`config.mk`:
```
export PLATFORM = sky130hd
export DESIGN_NAME = fuel_level_median_ema_filter
export DESIGN_NICKNAME = d
export VERILOG_FILES = /design/src/rtl/flme_pkg.sv /design/src/rtl/fuel_level_median_ema_filter.sv /design/src/rtl/flme_median.sv /design/src/rtl/flme_ema.sv
export SDC_FILE = /design/constraint.sdc
export NUM_CORES = 1
export LEC_CHECK = 0
export BUFFER_PORTS_ARGS = -buffer_cell sky130_fd_sc_hd__buf_2
export CAP_MARGIN = 30
export CORE_MARGIN = 10
export CORE_UTILIZATION = 40
export CTS_CLUSTER_SIZE = 10
export DETAILED_ROUTE_END_ITERATION = 6
export RECOVER_POWER = 25
export SYNTH_ARGS = -nofsm -noshare
export SYNTH_HDL_FRONTEND = slang
export SYNTH_SLANG_ARGS = --single-unit
```
`constraint.sdc`:
```
create_clock -name clk -period 12.1 [get_ports clk]
set_input_delay 1.21 -clock clk [delete_from_list [all_inputs] [get_ports clk]]
set_output_delay 1.21 -clock clk [all_outputs]
set_load 0.05 [all_outputs]
```
`src/rtl/flme_pkg.sv`:
```
// ---------------------------------------------------------------------------
// flme_pkg
// Shared types and constants for the fuel level median/EMA filter.
// ---------------------------------------------------------------------------
package flme_pkg;

	localparam int FRACTION_WIDTH = 4;
	localparam int SAMPLE_W       = 8;
	localparam int AVG_W          = SAMPLE_W + FRACTION_WIDTH;
	localparam int ADC_W          = 10;
	localparam int SHIFT_W        = 3;
	localparam int LEVEL_W        = 5;
	localparam int WINDOW         = 9;
	localparam int SLOT_W         = 4;
	localparam int CNT_W          = 4;
	localparam int MEDIAN_RANK    = WINDOW / 2;
	localparam int THRESH_COUNT   = 26;

	localparam logic [SAMPLE_W-1:0] CLAMP_MAX     = 8'd254;
	localparam logic [LEVEL_W-1:0]  TOP_LITRES    = 5'd25;
	localparam logic [SHIFT_W-1:0]  SHIFT_RESET   = 3'd3;

	localparam logic [SAMPLE_W-1:0] LEVEL_BOUNDS [THRESH_COUNT] = '{
		8'd17,  8'd33,  8'd48,  8'd66,  8'd73,  8'd74,  8'd76,  8'd78,  8'd82,
		8'd85,  8'd89,  8'd103, 8'd113, 8'd120, 8'd136, 8'd162, 8'd170,
		8'd177, 8'd182, 8'd186, 8'd190, 8'd194, 8'd199, 8'd203, 8'd208, 8'd254
	};

	typedef enum logic [1:0] {
		ST_IDLE,
		ST_SCAN,
		ST_STEP,
		ST_EMIT
	} flme_state_t;

	typedef struct packed {
		logic fill;
		logic write;
		logic scan;
		logic step;
	} flme_ctrl_t;

	typedef struct packed {
		logic                found;
		logic [SAMPLE_W-1:0] value;
	} flme_med_t;

endpackage

```
`src/rtl/fuel_level_median_ema_filter.sv`:
```
// ---------------------------------------------------------------------------
// fuel_level_median_ema_filter
// Median-of-nine then moving-average filter for a fuel sender reading.
// ---------------------------------------------------------------------------
// Input stream: one ADC reading per beat on s_axis_tdata[9:0]. Readings
// above 254 are clamped. Output stream: one beat per input beat, carrying
// the litre level and the rounded filtered reading.
// The first reading after reset seeds the window and the average; its result
// goes straight to the emit state and the output register. Later readings
// run a median search over the window, one candidate per cycle on a shared
// compare row, then a step state updates the average and the emit state
// loads the output register; the block takes the next beat once back in
// idle. s_axis_tready is high only while the sequencer is idle; it stays
// high while a finished result waits in the output register.
// If the receiver stalls, the result holds in the output register and a
// second finished item waits in the sequencer until the register drains.
// smoothing_shift is written through cfg_valid/cfg_data and is always ready.
// Reset clears the window-primed flag, the average, the oldest-slot pointer
// and sets smoothing_shift to 3.
// ---------------------------------------------------------------------------
module fuel_level_median_ema_filter
	import flme_pkg::*;
(
	input  logic        clk,
	input  logic        arst_n,
	input  logic        s_axis_tvalid,
	output logic        s_axis_tready,
	input  logic [15:0] s_axis_tdata,   // [9:0] adc_sample
	output logic        m_axis_tvalid,
	input  logic        m_axis_tready,
	output logic [15:0] m_axis_tdata,   // [4:0] level_litres, [12:5] smoothed_reading
	input  logic        cfg_valid,
	output logic        cfg_ready,
	input  logic [2:0]  cfg_data        // [2:0] smoothing_shift
);

	flme_state_t         state_q;
	flme_state_t         state_d;
	flme_ctrl_t          ctrl;
	flme_med_t           med;
	logic                primed_q;
	logic [SHIFT_W-1:0]  smoothing_shift_q;
	logic [SAMPLE_W-1:0] sample;
	logic [SAMPLE_W-1:0] smoothed;
	logic [LEVEL_W-1:0]  litres;
	logic                in_beat;
	logic                out_load;

	assign cfg_ready     = 1'b1;
	assign s_axis_tready = (state_q == ST_IDLE);
	assign in_beat       = s_axis_tvalid && s_axis_tready;
	assign sample        = (s_axis_tdata[ADC_W-1:0] > {2'b00, CLAMP_MAX}) ?
		CLAMP_MAX : s_axis_tdata[SAMPLE_W-1:0];

	always_comb begin
		state_d    = state_q;
		ctrl       = '0;
		out_load   = 1'b0;
		case (state_q)
			ST_IDLE: begin
				if (in_beat) begin
					ctrl.fill  = !primed_q;
					ctrl.write = primed_q;
					state_d    = primed_q ? ST_SCAN : ST_EMIT;
				end
			end
			ST_SCAN: begin
				ctrl.scan = !med.found;
				if (med.found) begin
					state_d = ST_STEP;
				end
			end
			ST_STEP: begin
				ctrl.step = 1'b1;
				state_d   = ST_EMIT;
			end
			ST_EMIT: begin
				if (!m_axis_tvalid || m_axis_tready) begin
					out_load = 1'b1;
					state_d  = ST_IDLE;
				end
			end
			default: state_d = ST_IDLE;
		endcase
	end

	always_ff @(posedge clk or negedge arst_n) begin
		if (!arst_n) begin
			state_q           <= ST_IDLE;
			primed_q          <= 1'b0;
			smoothing_shift_q <= SHIFT_RESET;
			m_axis_tvalid     <= 1'b0;
		end else begin
			state_q <= state_d;
			if (ctrl.fill) begin
				primed_q <= 1'b1;
			end
			if (cfg_valid && cfg_ready) begin
				smoothing_shift_q <= cfg_data;
			end
			if (out_load) begin
				m_axis_tvalid <= 1'b1;
			end else if (m_axis_tready) begin
				m_axis_tvalid <= 1'b0;
			end
		end
	end

	always_ff @(posedge clk) begin
		if (out_load) begin
			m_axis_tdata <= {3'b000, smoothed, litres};
		end
	end

	flme_median u_median (
		.clk    (clk),
		.arst_n (arst_n),
		.ctrl   (ctrl),
		.sample (sample),
		.med    (med)
	);

	flme_ema u_ema (
		.clk             (clk),
		.arst_n          (arst_n),
		.ctrl            (ctrl),
		.sample          (sample),
		.median          (med.value),
		.smoothing_shift (smoothing_shift_q),
		.smoothed        (smoothed),
		.litres          (litres)
	);

endmodule

```
`src/rtl/flme_median.sv`:
```
// ---------------------------------------------------------------------------
// flme_median
// Nine-entry sample window with a rank-count median search, one candidate
// per cycle through a shared compare row.
// ---------------------------------------------------------------------------
module flme_median
	import flme_pkg::*;
(
	input  logic                clk,
	input  logic                arst_n,
	input  flme_ctrl_t          ctrl,
	input  logic [SAMPLE_W-1:0] sample,
	output flme_med_t           med
);

	logic [SAMPLE_W-1:0] window_q [WINDOW];
	logic [SLOT_W-1:0]   slot_q;
	logic [SLOT_W-1:0]   cand_q;
	logic                med_found_q;
	logic [SAMPLE_W-1:0] med_value_q;
	logic [SAMPLE_W-1:0] cand_val;
	logic [WINDOW-1:0]   lt_vec;
	logic [WINDOW-1:0]   le_vec;
	logic [CNT_W-1:0]    lt_cnt;
	logic [CNT_W-1:0]    le_cnt;
	logic                hit;

	assign cand_val = window_q[cand_q];
	assign med      = '{found: med_found_q, value: med_value_q};

	always_comb begin
		for (int j = 0; j < WINDOW; j++) begin
			lt_vec[j] = window_q[j] <  cand_val;
			le_vec[j] = window_q[j] <= cand_val;
		end
		lt_cnt = CNT_W'($countones(lt_vec));
		le_cnt = CNT_W'($countones(le_vec));
		hit    = (lt_cnt <= CNT_W'(MEDIAN_RANK)) && (le_cnt > CNT_W'(MEDIAN_RANK));
	end

	always_ff @(posedge clk) begin
		if (ctrl.fill) begin
			for (int j = 0; j < WINDOW; j++) begin
				window_q[j] <= sample;
			end
		end else if (ctrl.write) begin
			window_q[slot_q] <= sample;
		end
		if (ctrl.scan && hit) begin
			med_value_q <= cand_val;
		end
	end

	always_ff @(posedge clk or negedge arst_n) begin
		if (!arst_n) begin
			slot_q      <= '0;
			cand_q      <= '0;
			med_found_q <= 1'b0;
		end else begin
			if (ctrl.write) begin
				slot_q      <= (slot_q == SLOT_W'(WINDOW - 1)) ? '0 : slot_q + SLOT_W'(1);
				cand_q      <= '0;
				med_found_q <= 1'b0;
			end else if (ctrl.scan) begin
				cand_q      <= cand_q + SLOT_W'(1);
				med_found_q <= hit;
			end else begin
				med_found_q <= 1'b0;
			end
		end
	end

endmodule

```
`src/rtl/flme_ema.sv`:
```
// ---------------------------------------------------------------------------
// flme_ema
// Fixed-point moving average toward the median, rounding and litre lookup.
// ---------------------------------------------------------------------------
module flme_ema
	import flme_pkg::*;
(
	input  logic                clk,
	input  logic                arst_n,
	input  flme_ctrl_t          ctrl,
	input  logic [SAMPLE_W-1:0] sample,
	input  logic [SAMPLE_W-1:0] median,
	input  logic [SHIFT_W-1:0]  smoothing_shift,
	output logic [SAMPLE_W-1:0] smoothed,
	output logic [LEVEL_W-1:0]  litres
);

	logic [AVG_W-1:0]        avg_q;
	logic [AVG_W-1:0]        target;
	logic                    up;
	logic [AVG_W-1:0]        mag;
	logic [AVG_W-1:0]        move;
	logic [AVG_W:0]          round_sum;
	logic [AVG_W-FRACTION_WIDTH:0] rounded;
	logic [THRESH_COUNT-1:0] above;
	logic [LEVEL_W-1:0]      above_cnt;

	assign target = {median, FRACTION_WIDTH'(0)};
	assign up     = target >= avg_q;
	assign mag    = up ? (target - avg_q) : (avg_q - target);
	assign move   = mag >> smoothing_shift;

	always_ff @(posedge clk or negedge arst_n) begin
		if (!arst_n) begin
			avg_q <= '0;
		end else if (ctrl.fill) begin
			avg_q <= {sample, FRACTION_WIDTH'(0)};
		end else if (ctrl.step) begin
			avg_q <= up ? (avg_q + move) : (avg_q - move);
		end
	end

	always_comb begin
		round_sum = {1'b0, avg_q} + (AVG_W + 1)'(1 << (FRACTION_WIDTH - 1));
		rounded   = round_sum[AVG_W:FRACTION_WIDTH];
		smoothed  = (rounded > {1'b0, CLAMP_MAX}) ? CLAMP_MAX : rounded[SAMPLE_W-1:0];
		for (int i = 0; i < THRESH_COUNT; i++) begin
			above[i] = smoothed > LEVEL_BOUNDS[i];
		end
		above_cnt = LEVEL_W'($countones(above));
		litres    = TOP_LITRES - above_cnt;
	end

endmodule

```
# Word level (Yosys, flattened, before mapping)
# Memory sizes are Yosys's and may differ from the RTL's.
# Index checks and enable logic that the tools add are counted.
# totals
ff_bits	49
mem_bits_rw	72
in_bits	24
out_inout_bits	19
word_cells	162
n_memories	1
# classes
n_addsub	49
magnitude_cmp	49
n_eq_ne	7
shifts	1
mux	32
n_reduce_logical	13
# memory_table
memory	words	word_bits	rd	rd_clocked_by_memory_dff	write_ports	line	rtl
u_median.window_q	9	8	10	0	9	flme_median.sv:16	logic [SAMPLE_W-1:0] window_q [WINDOW];
# op_table
cell	n
greater-than comparator 8 bit, second input constant	12
greater-than comparator 8 x 7 -> 1 bit, second input constant	11
<= comparator 8 bit	9
< comparator 8 bit	9
adder 5 bit	12
two-way mux 12 bit	4
adder 1 x 1 -> 2 bit	21
subtractor 12 bit	3
adder 4 bit	6
two-way mux 8 bit	3
greater-than comparator 8 x 6 -> 1 bit, second input constant	2
two-way mux 4 bit	4
two-way mux 1 bit	14
adder 12 x 4 -> 13 bit, second input constant	1
adder 12 bit	1
greater-or-equal comparator 12 bit	1
two-way mux 2 bit	6
right shift 12 x 3 -> 12 bit	1
greater-than comparator 10 x 8 -> 1 bit, second input constant	1
greater-than comparator 9 x 8 -> 1 bit, second input constant	1
adder 4 x 1 -> 4 bit	2
adder 4 x 1 -> 4 bit, second input constant	2
greater-than comparator 8 x 5 -> 1 bit, second input constant	1
case mux 2 bit (4 select lines)	1
15 further kinds	23

# Longest topological paths before layout
# logic_depth
ltp_word	10
mapped_depth	30
ltp_nobuf	28

# By module
# A second synthesis with hierarchy kept.
# hier_totals
hier_cells	1203
hier_area_um2	13155.1
# by_module_without_submodules
module	n_inst	cells_each	area_per_inst_um2	seq_area_each_um2
flme_median	1	510	7698.6	4309.1
flme_ema	1	630	4579.4	300.3
fuel_level_median_ema_filter	1	63	877.1	568.0

# Least setup slack after synthesis
# Ideal clock, no wire load.
# synth_path
kind	flip-flop to flip-flop
startpoint	register u_ema.avg_q[3]
endpoint	register m_axis_tdata[4] (data pin)
setup_ns	0.258
arrival_time_ns	6.304
required_time_ns	11.842
setup_slack_ns	5.539
path_stages_with_launch	25
path_buffers	1
synth_period_minus_slack_ns	6.561
cell_sequence	dfrtp_1 > ha_1 > nand3_1 > xnor2_1 > nand2b_1 > o41ai_1 > or2_2 > clkbuf_1 > nand2b_1 > or2_2 > a21oi_1 > a311oi_1 > ha_1 > inv_1 > fa_1 > fa_1 > fa_1 > inv_1 > fa_1 > inv_1 > fa_1 > ha_1 > fa_1 > xnor2_1 > xnor2_1
# synth_between
elab_chain_cells	10
word_cells_on_any_way	55
cone_classes	add/sub: 27; order compare: 27; mux: 1
# synth_lines
element	line	rtl
start, declared	flme_ema.sv:18	logic [AVG_W-1:0] avg_q;
start signal, assigned	flme_ema.sv:37	avg_q <= {sample, FRACTION_WIDTH'(0)};
start signal, assigned	flme_ema.sv:39	avg_q <= up ? (avg_q + move) : (avg_q - move);
adder 12 x 4 -> 13 bit (*)	flme_ema.sv:44	round_sum = {1'b0, avg_q} + (AVG_W + 1)'(1 << (FRACTION_WIDTH - 1));
greater-than comparator 9 x 8 -> 1 bit	flme_ema.sv:46	smoothed = (rounded > {1'b0, CLAMP_MAX}) ? CLAMP_MAX : rounded[SAMPLE_W-1:0];
two-way mux 8 bit (*)	flme_ema.sv:46	
via smoothed[1]	fuel_level_median_ema_filter.sv:44	logic [SAMPLE_W-1:0] smoothed;
greater-than comparator 8 x 5 -> 1 bit (tied with other cells)	flme_ema.sv:48	above[i] = smoothed > LEVEL_BOUNDS[i];
adder 1 x 1 -> 2 bit (implied by the code)	flme_ema.sv:50	above_cnt = LEVEL_W'($countones(above));
adder 5 bit (implied by the code) (3 in series)	flme_ema.sv:50	
adder 5 bit (implied by the code) (*)	flme_ema.sv:50	
subtractor 5 bit (*)	flme_ema.sv:51	litres = TOP_LITRES - above_cnt;
via litres[4]	fuel_level_median_ema_filter.sv:45	logic [LEVEL_W-1:0] litres;
end signal, assigned	fuel_level_median_ema_filter.sv:111	m_axis_tdata <= {3'b000, smoothed, litres};
end, declared	fuel_level_median_ema_filter.sv:31	output logic [15:0] m_axis_tdata,
# The timed path passes the listed nets; every way through them passes the cells marked *.
# A chain may end at the register's enable or synchronous reset.

# Worst setup path after layout
# layout_path
startpoint	register u_ema.avg_q[3]
endpoint	register m_axis_tdata[4] (data pin)
# layout_between
elab_chain_cells	10
word_cells_on_any_way	55
cone_classes	add/sub: 27; order compare: 27; mux: 1
# layout_lines
element	line
adder 12 x 4 -> 13 bit (*)	flme_ema.sv:44
greater-than comparator 9 x 8 -> 1 bit	flme_ema.sv:46
two-way mux 8 bit (*)	flme_ema.sv:46
greater-than comparator 8 x 5 -> 1 bit (tied with other cells)	flme_ema.sv:48
adder 1 x 1 -> 2 bit (implied by the code)	flme_ema.sv:50
adder 5 bit (implied by the code) (3 in series)	flme_ema.sv:50
adder 5 bit (implied by the code) (*)	flme_ema.sv:50
subtractor 5 bit (*)	flme_ema.sv:51
via litres[4]	fuel_level_median_ema_filter.sv:45
# Marks and branches as above.

==> summary.md <==
| Metric | Value |
|---|---|
| Compound-Gate Fraction of Synth Area | `between 10% and 20%` |
| Seq/Total Area, Yosys | `between 40% and 50%` |
| Final hold vios | `0` |
| Number of synthesized flops with an enable pin | `149` |
| Slew Limit Fails | `29` |
| Area of the multi-input gates | `about 6900 sq um` |
| Initial antenna violation count | `0` |
| Via count | `~9k` |
| FFs w/ async S/R, synth | `15.8%` |
| Most numerous cell in the Yosys netlist | `edfxtp_1` |
| Top post-synthesis cells by count | `edfxtp_1, ha_1, inv_1` |
| Post-Synth XOR/XNOR Area | `under 10%` |
| Synth Cell Area | `12700 sq um` |
| I/O Pins | `43` |
| Setup WS pre-CTS | `~4.6 ns` |
| Synth area leaders | `edfxtp_1, ha_1, mux4_2` |
| Leading area contributor after synthesis | `edfxtp_1` |
| Post-synth top flop | `edfxtp_1` |
| Antenna-violating nets left | `0` |
| Simple-gate area share of the yosys netlist | `11.7%` |
| Req. time, crit path | `approximately 12 ns` |
| Yosys reg bits | `approximately 180` |
| Nets | `around 1.4k` |
| Die Area | `39300 sq um` |
| Root Buffer | `clkbuf_16` |
| Gr usage total | `16.5%` |
| First-pass GRT wire length | `50700 um` |
| Sequential cell area | `roughly 5200 sq um` |
| Clk slew on worst S/H paths | `about 0.070 ns` |
| Violated checks | `design-rule violations, max-capacitance violations, max-slew violations` |
| Worst Setup SP | `u_ema.avg_q[3]$_DFFE_PN0P_` |
| GR Util met1 | `between 20% and 30%` |
| Max transition margin | `-16.9%` |
| Die W | `198 um` |
| Number of fill cells | `roughly 2.9k` |
| Initial Util | `40.4%` |
| Hold Crit Class | `flop to flop` |
| Syn Inst Count | `1135` |
| Number of global-route vias before repair | `between 9k and 10k` |
| Final worst slack | `4.54 ns` |
| Critical path capture point type | `flop` |
| Most crowded layer after global routing | `met2` |
| Final core area utilization | `44.2%` |
| TritonCTS clock tree | `yes` |
| Post-place instance area | `roughly 13000 sq um` |
| 1st-iter DRT viols | `about 660` |
| TNS Setup | `0 ns` |
| Antenna Cells | `0` |
| Drt pass-1 iters | `7` |
| Share of cells above drive strength 1 | `11.1%` |
| Mux cell area share after synthesis | `roughly 8.7%` |
| Clock tree buffer depth | `2` |
| Final wirelength | `~31000 um` |
| Final setup vio count | `0` |
| Hold_buf cts | `0` |
| Met2 track demand over resource | `27.0%` |
| Average size of a mapped cell | `about 11 sq um` |
| Crit Path Category | `flop to flop` |
| Unrepaired setup endpoints after global routing | `no` |
| Core area | `31500 sq um` |
| GR Overflow Total | `0` |
| Status | `finished, violations left` |
| Global-route met3 utilization | `under 10%` |
| Die Y | `about 200 um` |
| Layout Skew | `about 0.019 ns` |
| Post-CTS sizing | `0` |
| Critical path arrival | `roughly 7.8 ns` |
| Buffers on Ports | `32` |
| Clk Latency, worst-skew pair | `0.45 ns` |
| Number of clock buffers inserted by TritonCTS | `17` |
| Vias/cell | `5.67` |
| Synth unique cells | `75` |
| Least-Margin Pin Slew | `between 1.5 and 2 ns` |
| Area Overhead vs Synth | `9.58%` |
| Critical path peak fanout | `10` |
| Worst setup SP type | `flop` |
| Synth top area share | `about a third` |
| Tcrit/Tclk final | `roughly 62%` |
| Post-layout min period | `~7.6 ns` |
| H-Tree Depth | `4` |
| Setup repair bufs after CTS | `0` |
| Sink Count | `177` |
| Post-detail-place hpwl | `approximately 24000 um` |
| Max_cap viols | `1` |
| Adder-Cell Fraction of Synth Area | `between 10% and 20%` |
| Largest net degree at the start of global routing | `36` |
| Largest family of logic cells by synthesized area | `adder cells` |
| DR WL/cell | `between 15 and 20 um` |
| R2r startpoint | `u_ema.avg_q[3]$_DFFE_PN0P_` |
| Synth warnings | `0` |
| FP Rows | `between 60 and 70` |
| Drt drc | `1` |
| Final instance area | `13900 sq um` |
| Max Fclk | `between 100 and 150 MHz` |
| Hold wc startpoint | `primed_q$_DFFE_PN0P_` |
| RD Place Congestion | `between 0.8 and 0.9` |
[registers in the layout (all words and copies together), names as in the netlist, 2 cells and up]
register	cells
state_q	2
u_median.slot_q	4
u_median.cand_q	4
m_axis_tdata	13
u_ema.avg_q	12
smoothing_shift_q	3
u_median.window_q	128
u_median.med_value_q	8
[logic make-up (layout without fill, tap and decap cells)]
family | Yosys count | after routing
other | 2 | 5
AO/OA/AOI/OAI | 248 | 248
multiplexers | 58 | 58
AND/OR/NAND/NOR | 292 | 292
flip-flops | 177 | 177
XOR/XNOR | 36 | 36
buffers and inverters | 149 | 185
adder cells (fa/ha/maj) | 173 | 173
[path summary, 6_finish.rpt]
check                           cells after the start                                to  slack, ns
min in group asynchronous                           1  smoothing_shift_q[2]$_DFFE_PN0P_       1.21
max in group asynchronous                           1    u_median.cand_q[0]$_DFFE_PN0P_       9.71
worst min register to register                      1              primed_q$_DFFE_PN0P_       0.55
worst max-delay path                               23         m_axis_tdata[4]$_DFFE_PP_       4.54
worst max register to register                     23         m_axis_tdata[4]$_DFFE_PP_       4.54
worst min-delay path                                1              primed_q$_DFFE_PN0P_       0.55
[layout by cell type (no fill, tap or decap), types with 6 or more instances in the layout]
master     count
edfxtp_1     149
ha_1         141
inv_1        106
nor2_1        82
a21oi_1       64
o21ai_0       60
nand2_1       49
mux4_2        41
fa_1          32
nand4_1       28
buf_2         28
a21o_1        27
dfrtp_1       25
nor3_1        24
xnor2_1       24
nand3_1       20
nand2b_1      20
clkbuf_16     17
nor2b_1       16
a211oi_1      16
or3_1         14
mux2i_1       12
xor2_1        12
buf_4         12
a31oi_1       11
o21bai_1      11
and3_1         9
and2_1         8
or2_2          6
o31ai_1        6
o211ai_1       6
clkbuf_1       6
inv_8          6
[through the flow]
stage / hold WS, ns / std cells
floorplan: 0.488 / 1138
global placement: 0.516 / 1544
detailed placement: 0.528 / 1544
CTS: 0.555 / 1576
global route: 0.593 / 1576
finish: 0.549 / 1576
[critical path, cell delays in order (launching register included)]
cell      delay, ns
dfrtp_1        0.62
ha_1           0.38
nand3_1        0.17
xnor2_1        0.53
nand2b_1       0.19
o41ai_1        0.57
or2_2          0.26
nand2b_1       0.29
or2_2          0.21
a21oi_1        0.08
a311oi_1       0.31
ha_1           0.17
inv_1          0.05
fa_1           0.45
fa_1           0.51
fa_1           0.55
inv_1          0.06
fa_1           0.53
inv_1          0.06
fa_1           0.44
ha_1           0.21
fa_1           0.37
xnor2_1        0.20
xnor2_1        0.09
[layout make-up]
class / count / area share (%)
clock inverter: 14 / 1.54
clock buffer: 18 / 3.08
timing repair buffer: 45 / 1.79
multi-input combinational: 812 / 49.9
tap: 402 / 3.61
inverter: 108 / 2.91
sequential: 177 / 37.2
[per-layer routing]
| metal | share of wire [%] | routed length [um] |
|---|---|---|
| met2 | 47 | 14900 |
| met5 | 0 | 0 |
| met3 | 4.0 | 1260 |
| met1 | 47 | 14800 |
| met4 | 1.5 | 486 |
Power is not shown: default switching activity piles up to over one toggle a cycle in this logic, so the estimate is an artifact.
